==> src/hw/rtl/swhc_pkg.sv <==
// ----------------------------------------------------------------------------
// swhc_pkg
// Shared widths, link type and controller states for the sliding window
// hit counter.
// ----------------------------------------------------------------------------
package swhc_pkg;

   localparam int TIME_W  = 31;
   localparam int COUNT_W = 32;
   localparam int TOTAL_W = 41;

   localparam logic MODE_HIT   = 1'b0;
   localparam logic MODE_QUERY = 1'b1;

   // partial sum handed from one bucket cell to the next
   typedef struct packed {
      logic               valid;
      logic [TOTAL_W-1:0] sum;
   } scan_type;

   typedef enum logic [2:0] {
      ST_IDLE,
      ST_MOD,
      ST_LAUNCH,
      ST_SCAN,
      ST_PEND
   } state_type;

endpackage

==> src/hw/rtl/swhc_mod.sv <==
// ----------------------------------------------------------------------------
// swhc_mod
// Remainder of a timestamp by WINDOW in two register stages: quotient by
// reciprocal multiply, then timestamp minus quotient times WINDOW.
// ----------------------------------------------------------------------------
module swhc_mod #(
   parameter int WINDOW = 300,
   localparam int IDX_W = $clog2(WINDOW)
) (
   input  logic                       clock,
   input  logic                       reset,
   input  logic                       start,
   input  logic [swhc_pkg::TIME_W-1:0] dividend,
   output logic                       done,
   output logic [IDX_W-1:0]           remainder
);
   import swhc_pkg::*;

   // ceil(2^SHIFT / WINDOW) is exact for every TIME_W-bit dividend and fits
   // in TIME_W+1 bits for any WINDOW up to 4096
   localparam int                 SHIFT      = TIME_W + IDX_W;
   localparam int                 RECIP_W    = TIME_W + 1;
   localparam int                 PROD_W     = TIME_W + RECIP_W;
   localparam logic [63:0]        RECIP_FULL =
      ((64'd1 << SHIFT) + 64'(WINDOW) - 64'd1) / 64'(WINDOW);
   localparam logic [RECIP_W-1:0] RECIP      = RECIP_FULL[RECIP_W-1:0];

   logic                stage_ff, stage_in;
   logic                done_ff, done_in;
   logic [TIME_W-1:0]   num_ff, num_in;
   logic [TIME_W-1:0]   quot_ff, quot_in;
   logic [IDX_W-1:0]    rem_ff, rem_in;
   logic [PROD_W-1:0]   prod;
   logic [TIME_W-1:0]   back;

   always_comb begin
      prod     = {{RECIP_W{1'b0}}, dividend} * {{TIME_W{1'b0}}, RECIP};
      back     = quot_ff * TIME_W'(WINDOW);
      stage_in = start;
      done_in  = stage_ff;
      num_in   = num_ff;
      quot_in  = quot_ff;
      rem_in   = rem_ff;
      if (start) begin
         num_in  = dividend;
         quot_in = TIME_W'(prod >> SHIFT);
      end
      if (stage_ff) begin
         rem_in = IDX_W'(num_ff - back);
      end
   end

   always_ff @(posedge clock) begin
      if (reset) begin
         stage_ff <= 1'b0;
         done_ff  <= 1'b0;
      end else begin
         stage_ff <= stage_in;
         done_ff  <= done_in;
      end
      num_ff  <= num_in;
      quot_ff <= quot_in;
      rem_ff  <= rem_in;
   end

   assign done      = done_ff;
   assign remainder = rem_ff;

endmodule

==> config.mk <==
export PLATFORM = sky130hd
export DESIGN_NAME = swhc_mod
export DESIGN_NICKNAME = d
export VERILOG_FILES = /design/src/hw/rtl/swhc_pkg.sv /design/src/hw/rtl/swhc_mod.sv
export SDC_FILE = /design/constraint.sdc
export NUM_CORES = 1
export LEC_CHECK = 0
export ABC_AREA = 1
export BUFFER_PORTS_ARGS = -buffer_cell sky130_fd_sc_hd__buf_2
export CAP_MARGIN = 20
export CORE_ASPECT_RATIO = 0.7
export CORE_MARGIN = 2
export CORE_UTILIZATION = 35
export CTS_BUF_LIST = sky130_fd_sc_hd__clkbuf_4 sky130_fd_sc_hd__clkbuf_8 sky130_fd_sc_hd__clkbuf_16
export CTS_CLUSTER_DIAMETER = 50
export DETAILED_ROUTE_END_ITERATION = 10
export MAX_ROUTING_LAYER = met4
export PLACE_DENSITY_LB_ADDON = 0.15
export SLEW_MARGIN = 5
export SYNTH_ARGS = -nofsm -noshare
export SYNTH_HDL_FRONTEND = slang
export SYNTH_SLANG_ARGS = --single-unit
==> constraint.sdc <==
create_clock -name clock -period 7.4 [get_ports clock]
set_clock_uncertainty 0.05 [all_clocks]
set_input_delay 2.22 -clock clock [delete_from_list [all_inputs] [get_ports clock]]
set_output_delay 2.22 -clock clock [all_outputs]
set_load 0.01 [all_outputs]
==> summary.md <==
| Metric | Value |
|---|---|
| Yosys top cell by area | fa_1 |
| CP Cell Sequence | buf_6 -> clkinvlp_4 -> fa_1 -> fa_2 -> fa_1 -> inv_2 -> fa_2 -> fa_2 -> fa_1 -> fa_1 -> inv_1 -> fa_1 -> inv_2 -> ha_4 -> nand2_4 -> nor2_4 -> nand4_1 -> nor2_2 -> nand3_2 -> nand4_1 -> nand2_1 |
| Share of cells above drive strength 1 | 0.184 |
| Crit path DAT | 7690 ps |
| Startpoint types | input pin |
| Area share of the largest cell type after synthesis | 0.410 |
| # port buffers | 43 |
| WL final | 39200 um |
| Largest net degree at the start of global routing | 18 |
| Synth-to-Final Area Change | 18.9% |
| Vias in the first global route | between 10000 and 15000 |
| H-tree depth | 1 |
| CTS tree | built |
| CP endpoint kind | register |
| TritonCTS Buffers | 3 |
| Syn_nets | between 2000 and 2500 |
| CP peak stage delay | 590 ps |
| Most common cell after layout, fill and taps aside | inv_1 |
| DRT Pass-1 Iters | 5 |
| Core region area | 0.0396 mm2 |
| CTS root buffer | clkbuf_16 |
| Max Root-Sink Buffers | 2 |
| RSZ-0062 raised after global routing | true |
| Largest cells by area after synthesis | fa_1 (41%), ha_1 (25%), inv_1 (14%) |
| Setup Viol. Count Final | 7 |
| Hold WS | approximately 370 ps |
| F_max | 0.130 GHz |
| MaxCap Viol Count | 0 |
| Failing checks | negative setup slack |
| Total GRT Usage | 0.207 |
| Dpl cells | 2263 |
| Max-slew headroom | 0.672 |
| Vias per cell | roughly 4.5 |
| Non-Filler Instances | 2276 |
| Final hold vios | 0 |
| Commonest non-fill, non-tap cells in the layout | inv_1 (509), ha_1 (274), fa_1 (272) |
| DRT antenna net count | 0 |
| Cell mode on critical path | fa_1 |
| Slowest CP cell | fa_1 |
| Tcrit/Tclk final | 1.04 |
| Remaining global-route overflow | 0 |
| Tightest Pin Transition | around 490 ps |
| Number of I/O pins | 44 |
| Initial DRC Count | 636 |
| Routed vias | 10100 |
| Synth unique cells | 30 |
| Clock Pin Slew Worst Setup and Hold Paths | 70 ps |
| Clock period minus worst slack | 7710 ps |
| Synth Instances | 1545 |
| Register bit total from synthesis | 27 |
| DR WL/cell | 17.2 um |
| Die height | 172 um |
| Seq/Total Area, Yosys | 0.0564 |
| Cts hold-fix bufs | 0 |
| Synthesized area | about 0.014 mm2 |
| Initial antenna violation count | 2 |
| Clk sinks | 27 |
| Syn avg cell area | 9.08 um2 |
| WP data required | 7380 ps |
| Global placer's final weighted congestion | ~0.91 |
| # diodes | 0 |
| Worst Hold Class | register to register |
| Die W | roughly 240 um |
| NumNets Final | 2348 |
| Die Area | 0.0417 mm2 |
| Clk Latency, worst-skew pair | 270 ps |
| Setup ws final | -312 ps |
| Crit Path Max Fanout | 4 |
| CP Class | input pin to register |
| Starting density of the core | 0.354 |
| FP Rows | 61 |
| Status | complete, but fails checks |
| Syn. warnings | 0 |
| Pins Over Slew Limit | 0 |
| DP HPWL | 36200 um |
| First-pass GRT wire length | approximately 63000 um |
| DRC viols | 0 |
[metal layers]
layer | up-vias | routed length [um] | global-route usage
met4 | 0 | 189 | 0.0123
met3 | 8 | 2840 | 0.0473
met1 | 5004 | 21300 | 0.327
li1 | 4964 | - | -
met2 | 171 | 14900 | 0.275
met5 | - | 0 | -
[timing repair]
| item | 4_1_cts | 5_1_grt |
|---|---|---|
| pin swaps | 35 | 17 |
| setup endpoints to repair | 7 | 7 |
| setup buffers | 8 | 1 |
| resized for setup | 89 | 31 |
| cloned | 0 | 0 |
[synthesized netlist by cell type]
master	instances
inv_1	528
fa_1	287
ha_1	285
nand2_1	192
nor2_1	66
a21oi_1	47
edfxtp_1	25
nand3_1	25
o21ai_0	18
xor2_1	14
nand4_1	10
xnor2_1	7
a21o_1	5
nor2_2	5
o21bai_1	5
nand2_2	4
nor3_1	4
nand3b_1	3
dfxtp_1	2
nor2_4	2
o21ai_1	2
a21boi_0	1
and2_1	1
inv_2	1
nor3_2	1
nor3_4	1
nor3b_1	1
o211ai_1	1
o21a_1	1
or2_1	1
[final cells by class]
class	instances	area (um2)
fillers	3980	22900
multi-input cells	989	11700
inverters	529	2010
repair buffers	192	1420
flip-flops and latches	27	791
well taps	535	669
clock buffers	3	75.1
clock inverters	1	7.51
[critical path: cells and delay by family]
family                     cells  cell delay [ps]
buffers and inverters          5              370
and+or+nand+nor                7              760
adders and majority gates      9             4330
[sequential cells by signal, summed over array words and instances (netlist names)]
| signal | cells |
|---|---|
| done | 1 |
| done_in | 1 |
| num_ff | 9 |
| quot_ff | 7 |
| remainder | 9 |
[metrics by stage]
step                utilization  area, um2  worst slack, ps  TNS, ps
global route              0.421      16700             -558    -3600
floorplan                     -      14200             -177    -1110
finish                    0.421      16700             -312    -1940
detailed placement        0.407      16100             -784    -5180
global placement          0.407      16100             -840    -5400
CTS                       0.418      16600             -354    -2040
[kinds of logic (layout without fill, tap and decap cells)]
kind of cell             after synthesis  in the layout  share of synthesized area
flip-flops                            27             27                     0.0564
AND/OR/NAND/NOR                      316            316                     0.0944
XOR/XNOR                              21             21                     0.0131
AO/OA/AOI/OAI                         80             80                     0.0309
adder cells (fa/ha/maj)              572            572                      0.664
buffers and inverters                529            725                      0.142
[path summary, 6_finish.rpt]
path / from / to / slack (ps) / cells after the start
setup / recovery: dividend[10] / quot_ff[3]$_DFFE_PP_ / -310 / 21
hold / removal: num_ff[1]$_DFFE_PP_ / remainder[1]$_DFFE_PP_ / 370 / 0
setup reg to reg: quot_ff[3]$_DFFE_PP_ / remainder[8]$_DFFE_PP_ / 4230 / 12
hold reg to reg: num_ff[1]$_DFFE_PP_ / remainder[1]$_DFFE_PP_ / 370 / 0
Power is not shown: default switching activity piles up to over one toggle a cycle in this logic, so the estimate is an artifact.
