$ cat config.mk
export PLATFORM = sky130hd
export DESIGN_NAME = swhc_cell
export DESIGN_NICKNAME = d
export VERILOG_FILES = /design/src/hw/rtl/swhc_pkg.sv /design/src/hw/rtl/swhc_cell.sv
export SDC_FILE = /design/constraint.sdc
export NUM_CORES = 1
export LEC_CHECK = 0
export ABC_AREA = 0
export BUFFER_PORTS_ARGS = -buffer_cell sky130_fd_sc_hd__buf_2
export CAP_MARGIN = 20
export CORE_MARGIN = 8
export CORE_UTILIZATION = 34
export DETAILED_ROUTE_END_ITERATION = 6
export SYNTH_ARGS = -nofsm -noshare
export SYNTH_HDL_FRONTEND = slang
export SYNTH_SLANG_ARGS = --single-unit
$ cat constraint.sdc
create_clock -name clock -period 7.1 [get_ports clock]
set_input_delay 1.42 -clock clock [delete_from_list [all_inputs] [get_ports clock]]
set_output_delay 1.42 -clock clock [all_outputs]
set_load 0.01 [all_outputs]
$ cat src/hw/rtl/swhc_pkg.sv
// ----------------------------------------------------------------------------
// swhc_pkg
// Shared widths, link type and controller states for the sliding window
// hit counter.
// ----------------------------------------------------------------------------
package swhc_pkg;

   localparam int TIME_W  = 31;
   localparam int COUNT_W = 32;
   localparam int TOTAL_W = 41;

   localparam logic MODE_HIT   = 1'b0;
   localparam logic MODE_QUERY = 1'b1;

   // partial sum handed from one bucket cell to the next
   typedef struct packed {
      logic               valid;
      logic [TOTAL_W-1:0] sum;
   } scan_type;

   typedef enum logic [2:0] {
      ST_IDLE,
      ST_MOD,
      ST_LAUNCH,
      ST_SCAN,
      ST_PEND
   } state_type;

endpackage

$ cat src/hw/rtl/swhc_cell.sv
// ----------------------------------------------------------------------------
// swhc_cell
// One per-second bucket: count and stamp, hit update, and one link of the
// summing chain.
// ----------------------------------------------------------------------------
module swhc_cell #(
   parameter int WINDOW = 300,
   parameter int INDEX  = 0,
   localparam int IDX_W = $clog2(WINDOW)
) (
   input  logic                        clock,
   input  logic                        reset,
   input  logic                        hit_en,
   input  logic [IDX_W-1:0]            hit_slot,
   input  logic [swhc_pkg::TIME_W-1:0] now,
   input  swhc_pkg::scan_type          scan_in,
   output swhc_pkg::scan_type          scan_out
);
   import swhc_pkg::*;

   logic [COUNT_W-1:0] count_ff, count_in;
   logic [TIME_W-1:0]  stamp_ff, stamp_in;
   scan_type           scan_ff, scan_in_nxt;
   logic [TIME_W-1:0]  age;
   logic               in_win;

   always_comb begin
      count_in = count_ff;
      stamp_in = stamp_ff;
      if (hit_en && hit_slot == IDX_W'(INDEX)) begin
         if (stamp_ff != now) begin
            stamp_in = now;
            count_in = COUNT_W'(1);
         end else if (count_ff != '1) begin
            count_in = count_ff + 1'b1;
         end
      end
   end

   // stamp in (now - WINDOW, now]
   always_comb begin
      age    = now - stamp_ff;
      in_win = (stamp_ff <= now) && (age < TIME_W'(WINDOW));
      scan_in_nxt.valid = scan_in.valid;
      scan_in_nxt.sum   = in_win ? scan_in.sum + TOTAL_W'(count_ff) : scan_in.sum;
   end

   always_ff @(posedge clock) begin
      if (reset) begin
         count_ff      <= '0;
         stamp_ff      <= '0;
         scan_ff.valid <= 1'b0;
      end else begin
         count_ff      <= count_in;
         stamp_ff      <= stamp_in;
         scan_ff.valid <= scan_in_nxt.valid;
      end
      scan_ff.sum <= scan_in_nxt.sum;
   end

   assign scan_out = scan_ff;

endmodule

==> metrics.txt, run 1 <==
status=finished, final reports clean; HP Class=reg2reg; most common cell after layout, fill and taps aside=buf_2; Die H=166.9 microns; CTS sink count=105; mapped cell area=0.007744 sq mm; post-synth cell types=81; Seq pwr share=44.1%; starting density of the core=34.41%; post-synthesis mux area share=5.041%; Final Setup Violations=0; Syn Nets=1,135; area of the multi-input gates=0.005305 sq mm; top-level I/O count=127; RePlAce Congestion=0.8891; maximum fanout along the worst path=31; Final ANT Viol Nets=0; DR DRC count=0; combinational share of power=16.8%; Sw Ratio=28.07%; Area after DPL=0.008574 sq mm; Synth async-reset ratio=0%; fin crit period=5.290 ns; Seq cells post-synth=105; Startpoint Class=primary input; Initial DRC Count=349; Synth Area in Simple Gates=23.02%; fin. max-slew vios=0; final worst-path cycle share=74.51%; Clock power frac=39.1%; Syn Inst Count=985; Layout fillers=2,313; CTS tree=yes; CP Class=in2reg; Pleak=3.525 nW; XOR/XNOR Fraction of Synth Area=8.483%; num rows=55; die width=166.9 microns; DR pass1 iterations=5; reg2reg start=stamp_ff[21]$_SDFFE_PP0P_; power density cells=153.8 mW/mm^2; Worst Skew=0.008862 ns; share of cells above drive strength 1=15.40%; Synth Area in Compound Gates=21.26%; # hold bufs at CTS=0; Via-to-Cell Ratio=5.311; Reg2Reg Depth=12; RR Endpoint=scan_out[4]$_DFF_P_; EDFF count, synth=0; WL/cell=14.96 microns; routed vias=7,308; Clock Latency Late Sink=0.35 ns; maximum level of the CTS H-tree=3; Synth Warn #=0; Register Area=0.002102 sq mm; Resized Gates After CTS=0; arrival time worst endpoint=5.53 ns; largest net degree at the start of global routing=36; clock buffer depth=2; min-delay src=stamp_ff[18]$_SDFFE_PP0P_; commonest cells after routing, fill and taps aside=126 x buf_2, 125 x nand2_1, 105 x dfxtp_1; CTS Buf Count=9; VDD IR max=0.08748 mV; Buffers on Ports=126; Max-Slew Margin vs Limit=36.36%; Net Sw Power=384.7 uW; postcts setup bufs=0; n_diodes=0; global-route wire length before repair=34,270 microns; Max-Cap Viols=0; drt total wl=20,580 microns; Internal=985.7 uW; largest family of logic cells by synthesized area=simple AND/OR/NAND/NOR gates; Nets=1,236; unrepaired setup endpoints after global routing=no; setup tns final=0 ns; total core area=0.02250 sq mm; P&R area growth vs syn=15.09%; vias in the first global route=7,086; initial antenna violation count=0; Most used DFF post-synth=dfxtp_1; Max Fclk=0.1890 GHz; Worst-Margin Slew=0.9523 ns; Final Hold Fails=0; CP Capture Type=register; post-route cell area=0.008912 sq mm; GRT Util Overall=14.52%; root buffer cell=clkbuf_16; Hold EP=stamp_ff[18]$_SDFFE_PP0P_; die area=0.02786 sq mm; Reg clk slew, reported paths=0.07 ns; Mapped Avg Cell Area=7.862 sq um; Post-Synth Adder-Cell Area=10.60%; Worst EP required=7.34 ns; Seq/Total Area, Yosys=27.14%; hold path cells=2; gr ovfl total=0; setup slack, reg-to-reg=2.62 ns; HPWL Detailed=16,130 microns
[Yosys cell counts (7+ instances only)]
library cell / n / area (sq um)
nand2_1: 125 / 469.2
dfxtp_1: 105 / 2102
a21oi_1: 97 / 485.5
nor2_1: 73 / 274.0
ha_1: 64 / 800.8
inv_1: 46 / 172.7
xor2_1: 42 / 367.9
nand3_1: 39 / 195.2
o21ai_0: 39 / 195.2
xnor2_1: 33 / 289.0
mux2_1: 30 / 337.8
clkbuf_1: 29 / 108.9
nor4_1: 19 / 118.9
a21o_1: 18 / 135.1
nand4_1: 16 / 100.1
nor3_1: 14 / 70.07
a211oi_1: 13 / 97.59
nand2b_1: 13 / 81.33
or3_1: 11 / 68.82
o211ai_1: 10 / 75.07
and3_1: 9 / 56.30
nor2b_1: 9 / 56.30
or2_2: 9 / 56.30
and4_1: 8 / 70.07
o21a_1: 7 / 52.55
o21bai_1: 7 / 52.55
[final cells by class]
| class | count | share of cell area (%) |
|---|---|---|
| multi-input combinational | 796 | 59.53 |
| clock inverter | 5 | 0.7581 |
| sequential | 105 | 23.59 |
| inverter | 46 | 1.937 |
| tap | 285 | 4.001 |
| clock buffer | 11 | 2.724 |
| timing repair buffer | 128 | 7.469 |
[critical path, cell delays in order]
cell	delay (ns)
buf_2	0.11
ha_1	0.39
a21oi_1	0.42
o21bai_1	0.12
o22ai_1	0.35
o2111ai_1	0.19
a2111o_1	0.29
or4_1	0.49
nor4b_2	0.26
nand4bb_1	0.26
nor2_4	0.80
mux2_1	0.38
[worst max-delay path by stage]
stage / startpoint / endpoint / depth (start not counted)
floorplan: now[5] / scan_out[22]$_DFF_P_ / 12
global placement: now[29] / scan_out[7]$_DFF_P_ / 12
detailed placement: now[29] / scan_out[24]$_DFF_P_ / 12
CTS: now[29] / scan_out[15]$_DFF_P_ / 12
global route: now[21] / scan_out[4]$_DFF_P_ / 12
finish: now[21] / scan_out[4]$_DFF_P_ / 12
[cells by family (layout without fill, tap and decap cells)]
family,count (synthesis),in the layout
XOR/XNOR,75,75
multiplexers,35,35
AND/OR/NAND/NOR,365,365
AO/OA/AOI/OAI,256,256
buffers and inverters,84,190
flip-flops,105,105
adder cells (fa/ha/maj),65,65
[metrics by stage]
stage,utilization [%],hold WS (ns),worst slack (ns),std cells,power [mW]
finish,39.61,0.4545,1.810,1376,1.370
global placement,38.10,0.4418,1.398,1359,0.8443
floorplan,-,0.4363,2.436,985,0.7648
global route,39.61,0.4755,1.529,1376,1.437
detailed placement,38.10,0.4469,1.417,1359,0.8447
CTS,39.48,0.4577,1.798,1375,1.388
[flip-flops by register name, summed over array words and instances, names as in the netlist]
signal / flops
scan_out: 42
count_ff: 32
stamp_ff: 31
[power by group through the flow]
stage	registers, mW	logic, mW	clock network, mW
2_1_floorplan	0.625	0.140	0
3_3_place_gp	0.618	0.226	0
3_5_place_dp	0.618	0.226	0
4_1_cts	0.604	0.228	0.556
5_1_grt	0.606	0.256	0.575
6_report	0.604	0.230	0.536
[per-layer routing]
metal	share of wire (%)	global-route usage, %	routed length [microns]
met5	0	0	0
met4	1.6	4.348	330
met3	5.1	2.861	1049
met2	48	25.29	9870
met1	45	17.75	9330
Note: power is estimated with default switching activity, not from simulation.
==> inputs of run 2 (changes only) <==
--- a/config.mk
+++ b/config.mk
@@ -5,7 +5,7 @@
 export SDC_FILE = /design/constraint.sdc
 export NUM_CORES = 1
 export LEC_CHECK = 0
-export ABC_AREA = 0
+export ABC_AREA = 1
 export BUFFER_PORTS_ARGS = -buffer_cell sky130_fd_sc_hd__buf_2
 export CAP_MARGIN = 20
 export CORE_MARGIN = 8
==> constraint.sdc (replaced) <==
create_clock -name clock -period 4.5 [get_ports clock]
set_input_delay 0.9 -clock clock [delete_from_list [all_inputs] [get_ports clock]]
set_output_delay 0.9 -clock clock [all_outputs]
set_load 0.01 [all_outputs]
==> metrics.txt, run 2 <==
status=finished, final reports clean; Clock Latency Late Sink=0.37 ns; WHS=0.4577 ns; largest net degree at the start of global routing=61; total power=2.197 mW; root buffer cell=clkbuf_16; HP Class=reg2reg; fin. max-slew vios=0; DR DRC count=0; Seq/Total Area, Yosys=22.09%; Startpoint Class=primary input; Die H=183.3 microns; starting density of the core=34.35%; share of cells above drive strength 1=10.91%; arrival time worst endpoint=3.56 ns; reg2reg start=count_ff[0]$_SDFFE_PP0P_; most common cell after layout, fill and taps aside=nand2_1; commonest cells after routing, fill and taps aside=491 x nand2_1, 275 x inv_1, 133 x nor2_1; CP Class=in2reg; Final Setup Violations=0; Max Fclk=0.3034 GHz; EDFF count, synth=0; CTS sink count=105; gr ovfl total=0; n_diodes=0; Max-Slew Margin vs Limit=41.00%; maximum level of the CTS H-tree=3; Worst EP required=4.76 ns; fin crit period=3.296 ns; DR pass1 iterations=6; Area contributors post-synth=dfxtp_1 22%, nand2_1 19%, inv_1 11%; top-area cell type share of the netlist area=22.09%; most frequent cell after synthesis=nand2_1; setup slack, reg-to-reg=1.27 ns; global-route wire length before repair=49,820 microns; max reg flops=42; WL/cell=14.89 microns; VDD IR max=0.1215 mV; P&R area growth vs syn=13.21%; RePlAce Congestion=0.9577; initial antenna violation count=0; vias in the first global route=9,588; num rows=61; Resized Gates After CTS=0; top-level I/O count=127; Layout fillers=3,152; pre-CTS setup slack=0.7928 ns; min-delay src=stamp_ff[20]$_SDFFE_PP0P_; setup tns final=0 ns; Final ANT Viol Nets=0; Max-Cap Viols=0; Reg clk slew, reported paths=0.08 ns; clock buffer depth=2; Nets=1,877; final worst-path cycle share=73.24%; die width=183.3 microns; crit path launch=scan_in[0]; CP Capture Type=register; Most used DFF post-synth=dfxtp_1; CTS tree=yes; post-synth cell types=46; power density cells=203.9 mW/mm^2; Syn Inst Count=1,614; unrepaired setup endpoints after global routing=no; Worst Skew=0.01314 ns; Seq cells post-synth=105; die area=0.03360 sq mm; # hold bufs at CTS=0; routed vias=10,350; total core area=0.02771 sq mm; non-filler instance count after layout=2,110; Register Area=0.002102 sq mm; Syn Nets=1,764; Synth Warn #=0; mapped cell area=0.009517 sq mm; Pleak=5.370 nW; PnR worst setup slack=1.204 ns; Buffers on Ports=126; maximum fanout along the worst path=4; Mapped Avg Cell Area=5.896 sq um; Final Hold Fails=0; GRT Util Overall=18.47%; postcts setup bufs=0; Synth async-reset ratio=0%; drt total wl=31,430 microns; area of the multi-input gates=0.006202 sq mm; Initial DRC Count=691; Post-synth top cells=491 x nand2_1, 275 x inv_1, 133 x nor2_1, 126 x a21oi_1, 105 x dfxtp_1; Worst-Margin Slew=0.8840 ns; Synth area leader=dfxtp_1; CTS Buf Count=9; Via-to-Cell Ratio=4.903; HPWL Detailed=26,240 microns; placed instance count=2,094
[run 2: cell types whose count changed in the layout (fill, tap and decap cells not counted), moves of 12 or more]
| cell | before | now |
|---|---|---|
| nand2_1 | 125 | 491 |
| inv_1 | 46 | 275 |
| nor2_1 | 72 | 133 |
| nand3_1 | 39 | 88 |
| o21ai_0 | 39 | 73 |
| mux2_1 | 30 | 0 |
| a21oi_1 | 97 | 126 |
| nand4_1 | 16 | 38 |
| nor3_1 | 14 | 33 |
| xor2_1 | 42 | 24 |
| nand2b_1 | 13 | 0 |
| xnor2_1 | 33 | 20 |
| a211oi_1 | 13 | 1 |
[run 2: cells by family (layout without fill, tap and decap cells)]
logic type                 count (synthesis)  after routing  synth area share [%]
AOI/OAI and AO/OA                        250            250                 14.23
and+or+nand+nor                          842            842                 38.27
buffers and inverters                    308            426                 12.74
adders and majority gates                 65             65                 8.625
xor gates and xnor gates                  44             44                 4.049
DFF                                      105            105                 22.09
[run 2: final cells by class]
type / instances / share of cell area (%)
Sequential cell: 105 / 19.51
Timing Repair Buffer: 130 / 6.132
Clock buffer: 10 / 2.125
Tap cell: 378 / 4.390
Inverter: 280 / 9.755
Multi-Input combinational cell: 1201 / 57.57
Clock inverter: 6 / 0.5226
[run 2: critical path, cell delays in order]
cell and delay (ns):
buf_2 0.10, ha_1 0.22, inv_1 0.09, fa_1 0.47, o21ai_1 0.27, a21oi_1 0.20
o21ai_1 0.33, nand2_1 0.08, nand2_1 0.17, nand3_1 0.20, a21boi_0 0.28, nand3_1 0.11
nand2_1 0.08, nand2_1 0.05
[run 2: metal layers]
layer / global-route usage, % / vias up / routed length [microns]
met2: 29.23 / 302 / 13540
met4: 4.782 / 0 / 507
met5: 0 / - / 0
li1: - / 5383 / -
met1: 25.66 / 4628 / 15170
met3: 2.968 / 32 / 2211
[run 2: worst paths after layout]
path | to | cells past startpoint
max | scan_out[36]$_DFF_P_ | 14
min | stamp_ff[20]$_SDFFE_PP0P_ | 2
max reg2reg | scan_out[36]$_DFF_P_ | 13
min reg2reg | stamp_ff[20]$_SDFFE_PP0P_ | 2
[run 2: power breakdown]
| group | leakage, nW | internal (mW) | switching, mW |
|---|---|---|---|
| logic | 4.37 | 0.153 | 0.276 |
| clock network | 0.138 | 0.390 | 0.425 |
| registers | 0.861 | 0.948 | 0.00459 |
[run 2: through the flow]
stage,instance area [sq um],util (%)
final,10770,38.89
after CTS,10770,38.89
after global routing,10770,38.89
after detailed placement,10490,37.86
after global placement,10490,37.86
after floorplan,9517,-
==> inputs of run 3 (changes only) <==
==> constraint.sdc (replaced) <==
create_clock -name clock -period 2.9 [get_ports clock]
set_input_delay 0.58 -clock clock [delete_from_list [all_inputs] [get_ports clock]]
set_output_delay 0.58 -clock clock [all_outputs]
set_load 0.01 [all_outputs]
==> metrics.txt, run 3 (synthesized netlist as in run 2, its figures left out) <==
power density cells=304.6 mW/mm^2; WL/cell=14.73 microns; routed vias=10,550; largest net degree at the start of global routing=51; Net Sw Power=1.150 mW; Worst EP required=3.16 ns; starting density of the core=34.35%; DR DRC count=0; HPWL Detailed=26,940 microns; fin crit period=2.698 ns; setup tns final=0 ns; arrival time worst endpoint=2.96 ns; Nets=1,957; Seq pwr share=42.1%; status=finished, final reports clean; DR pass1 iterations=5; global-route wire length before repair=51,410 microns; Internal=2.365 mW; CP Capture Type=register; drt total wl=32,260 microns; WHS=0.4043 ns; gr ovfl total=0; total core area=0.02771 sq mm; num rows=61; P&R area growth vs syn=21.23%; Max Fclk=0.3706 GHz; CP Class=reg2reg; commonest cells after routing, fill and taps aside=485 x nand2_1, 275 x inv_1, 132 x nor2_1; CTS Buf Count=9; Final Hold Fails=0; pre-CTS setup slack=-0.1212 ns; final worst-path cycle share=93.05%; Worst-Margin Slew=0.6906 ns; n_diodes=0; combinational share of power=20.5%; Layout fillers=3,045; Initial DRC Count=641; top-level I/O count=127; maximum level of the CTS H-tree=3; Via-to-Cell Ratio=4.816; VDD IR max=0.2647 mV; Worst Skew=0.01255 ns; Sw Ratio=32.72%; Max-Cap Viols=0; post-route cell area=0.01154 sq mm; Final ANT Viol Nets=0; CTS sink count=105; Clock Latency Late Sink=0.38 ns; die width=183.3 microns; most common cell after layout, fill and taps aside=nand2_1; Startpoint Class=register; fin. max-slew vios=0; Final Setup Violations=0; total power=3.515 mW; RePlAce Congestion=0.9089; Die H=183.3 microns; vias in the first global route=10,020; clock buffer depth=2; Max-Slew Margin vs Limit=53.61%; max reg flops=42; Clock power frac=37.4%; share of cells above drive strength 1=15.62%; root buffer cell=clkbuf_16; die area=0.03360 sq mm; Pleak=5.806 nW; Reg clk slew, reported paths=0.09 ns; maximum fanout along the worst path=47; HP Class=in2reg; Buffers on Ports=126; CTS tree=yes; GRT Util Overall=18.96%; Area after DPL=0.01113 sq mm; PnR worst setup slack=0.2017 ns; initial antenna violation count=0
==> run 3: changes by cell type in the layout (fill, tap and decap cells not counted), moves of 2 or more <==
| cell | change |
|---|---|
| nand2_2 | +6 |
| a21oi_1 | -2 |
| nand2_1 | -6 |
| ha_1 | -2 |
| buf_12 | +5 |
| buf_4 | +73 |
| a21oi_2 | +2 |
==> run 3: power by group through the flow <==
stage | Sequential (mW) | Clock [mW] | Combinational (mW)
2_1_floorplan | 1.53 | 0 | 0.414
3_3_place_gp | 1.51 | 0 | 0.706
3_5_place_dp | 1.51 | 0 | 0.711
4_1_cts | 1.48 | 1.36 | 0.714
5_1_grt | 1.48 | 1.41 | 0.816
6_report | 1.48 | 1.31 | 0.721
==> run 3: what timing repair did <==
item	4_1_cts	5_1_grt
endpoints found under the hold margin	0	0
endpoints found under the setup margin	0	41
hold buffers	0	0
setup buffers	0	4
resized for setup	0	15
==> run 3: layer usage <==
metal / GRT usage, % / up-vias / share of wire (%)
met5: 0 / - / 0
met4: 6.051 / 0 / 2.2
met1: 26.01 / 4718 / 50
li1: - / 5539 / -
met3: 3.364 / 36 / 6.0
met2: 29.65 / 255 / 42
==> run 3: worst max-delay path, cell delays in order (launching register included) <==
cell and delay, ns:
dfxtp_1 0.31, inv_1 0.05, ha_1 0.38, nand2_1 0.15, buf_4 0.17, nor2_2 0.15
nand2_1 0.12, clkinv_1 0.10, nand2_1 0.07, nand3_1 0.07, nand2_1 0.05, inv_1 0.04
nand2_1 0.05, nor2_1 0.09, nand2_1 0.09, nor2_4 0.14, buf_4 0.14, nand2_4 0.06
buf_16 0.17, nand2_1 0.11, o21ai_2 0.06
==> run 3: final cells by class <==
class / count / area, sq um / share of cell area (%)
Multi-Input combinational cell: 1201 / 6254 / 54.20
Sequential cell: 105 / 2103 / 18.23
Timing Repair Buffer: 210 / 1361 / 11.80
Inverter: 280 / 1051 / 9.110
Tap cell: 378 / 473.0 / 4.099
Clock buffer: 9 / 225.2 / 1.952
Clock inverter: 7 / 70.07 / 0.6073
==> run 3: path summary, 6_finish.rpt <==
kind                                                  end  depth (start not counted)  slack, ns                       from
worst max register to register       scan_out[13]$_DFF_P_                         20       0.20  stamp_ff[14]$_SDFFE_PP0P_
worst min register to register  stamp_ff[24]$_SDFFE_PP0P_                          2       0.46  stamp_ff[24]$_SDFFE_PP0P_
worst max-delay path                 scan_out[13]$_DFF_P_                         20       0.20  stamp_ff[14]$_SDFFE_PP0P_
worst min-delay path              scan_out[41]$_SDFF_PP0_                          3       0.40                scan_in[41]
==> run 3: metrics by stage <==
| stage | util (%) | instances |
|---|---|---|
| finish | 41.64 | 2190 |
| global placement | 40.16 | 2169 |
| CTS | 41.23 | 2185 |
| global route | 41.64 | 2190 |
| detailed placement | 40.16 | 2169 |
| floorplan | - | 1614 |
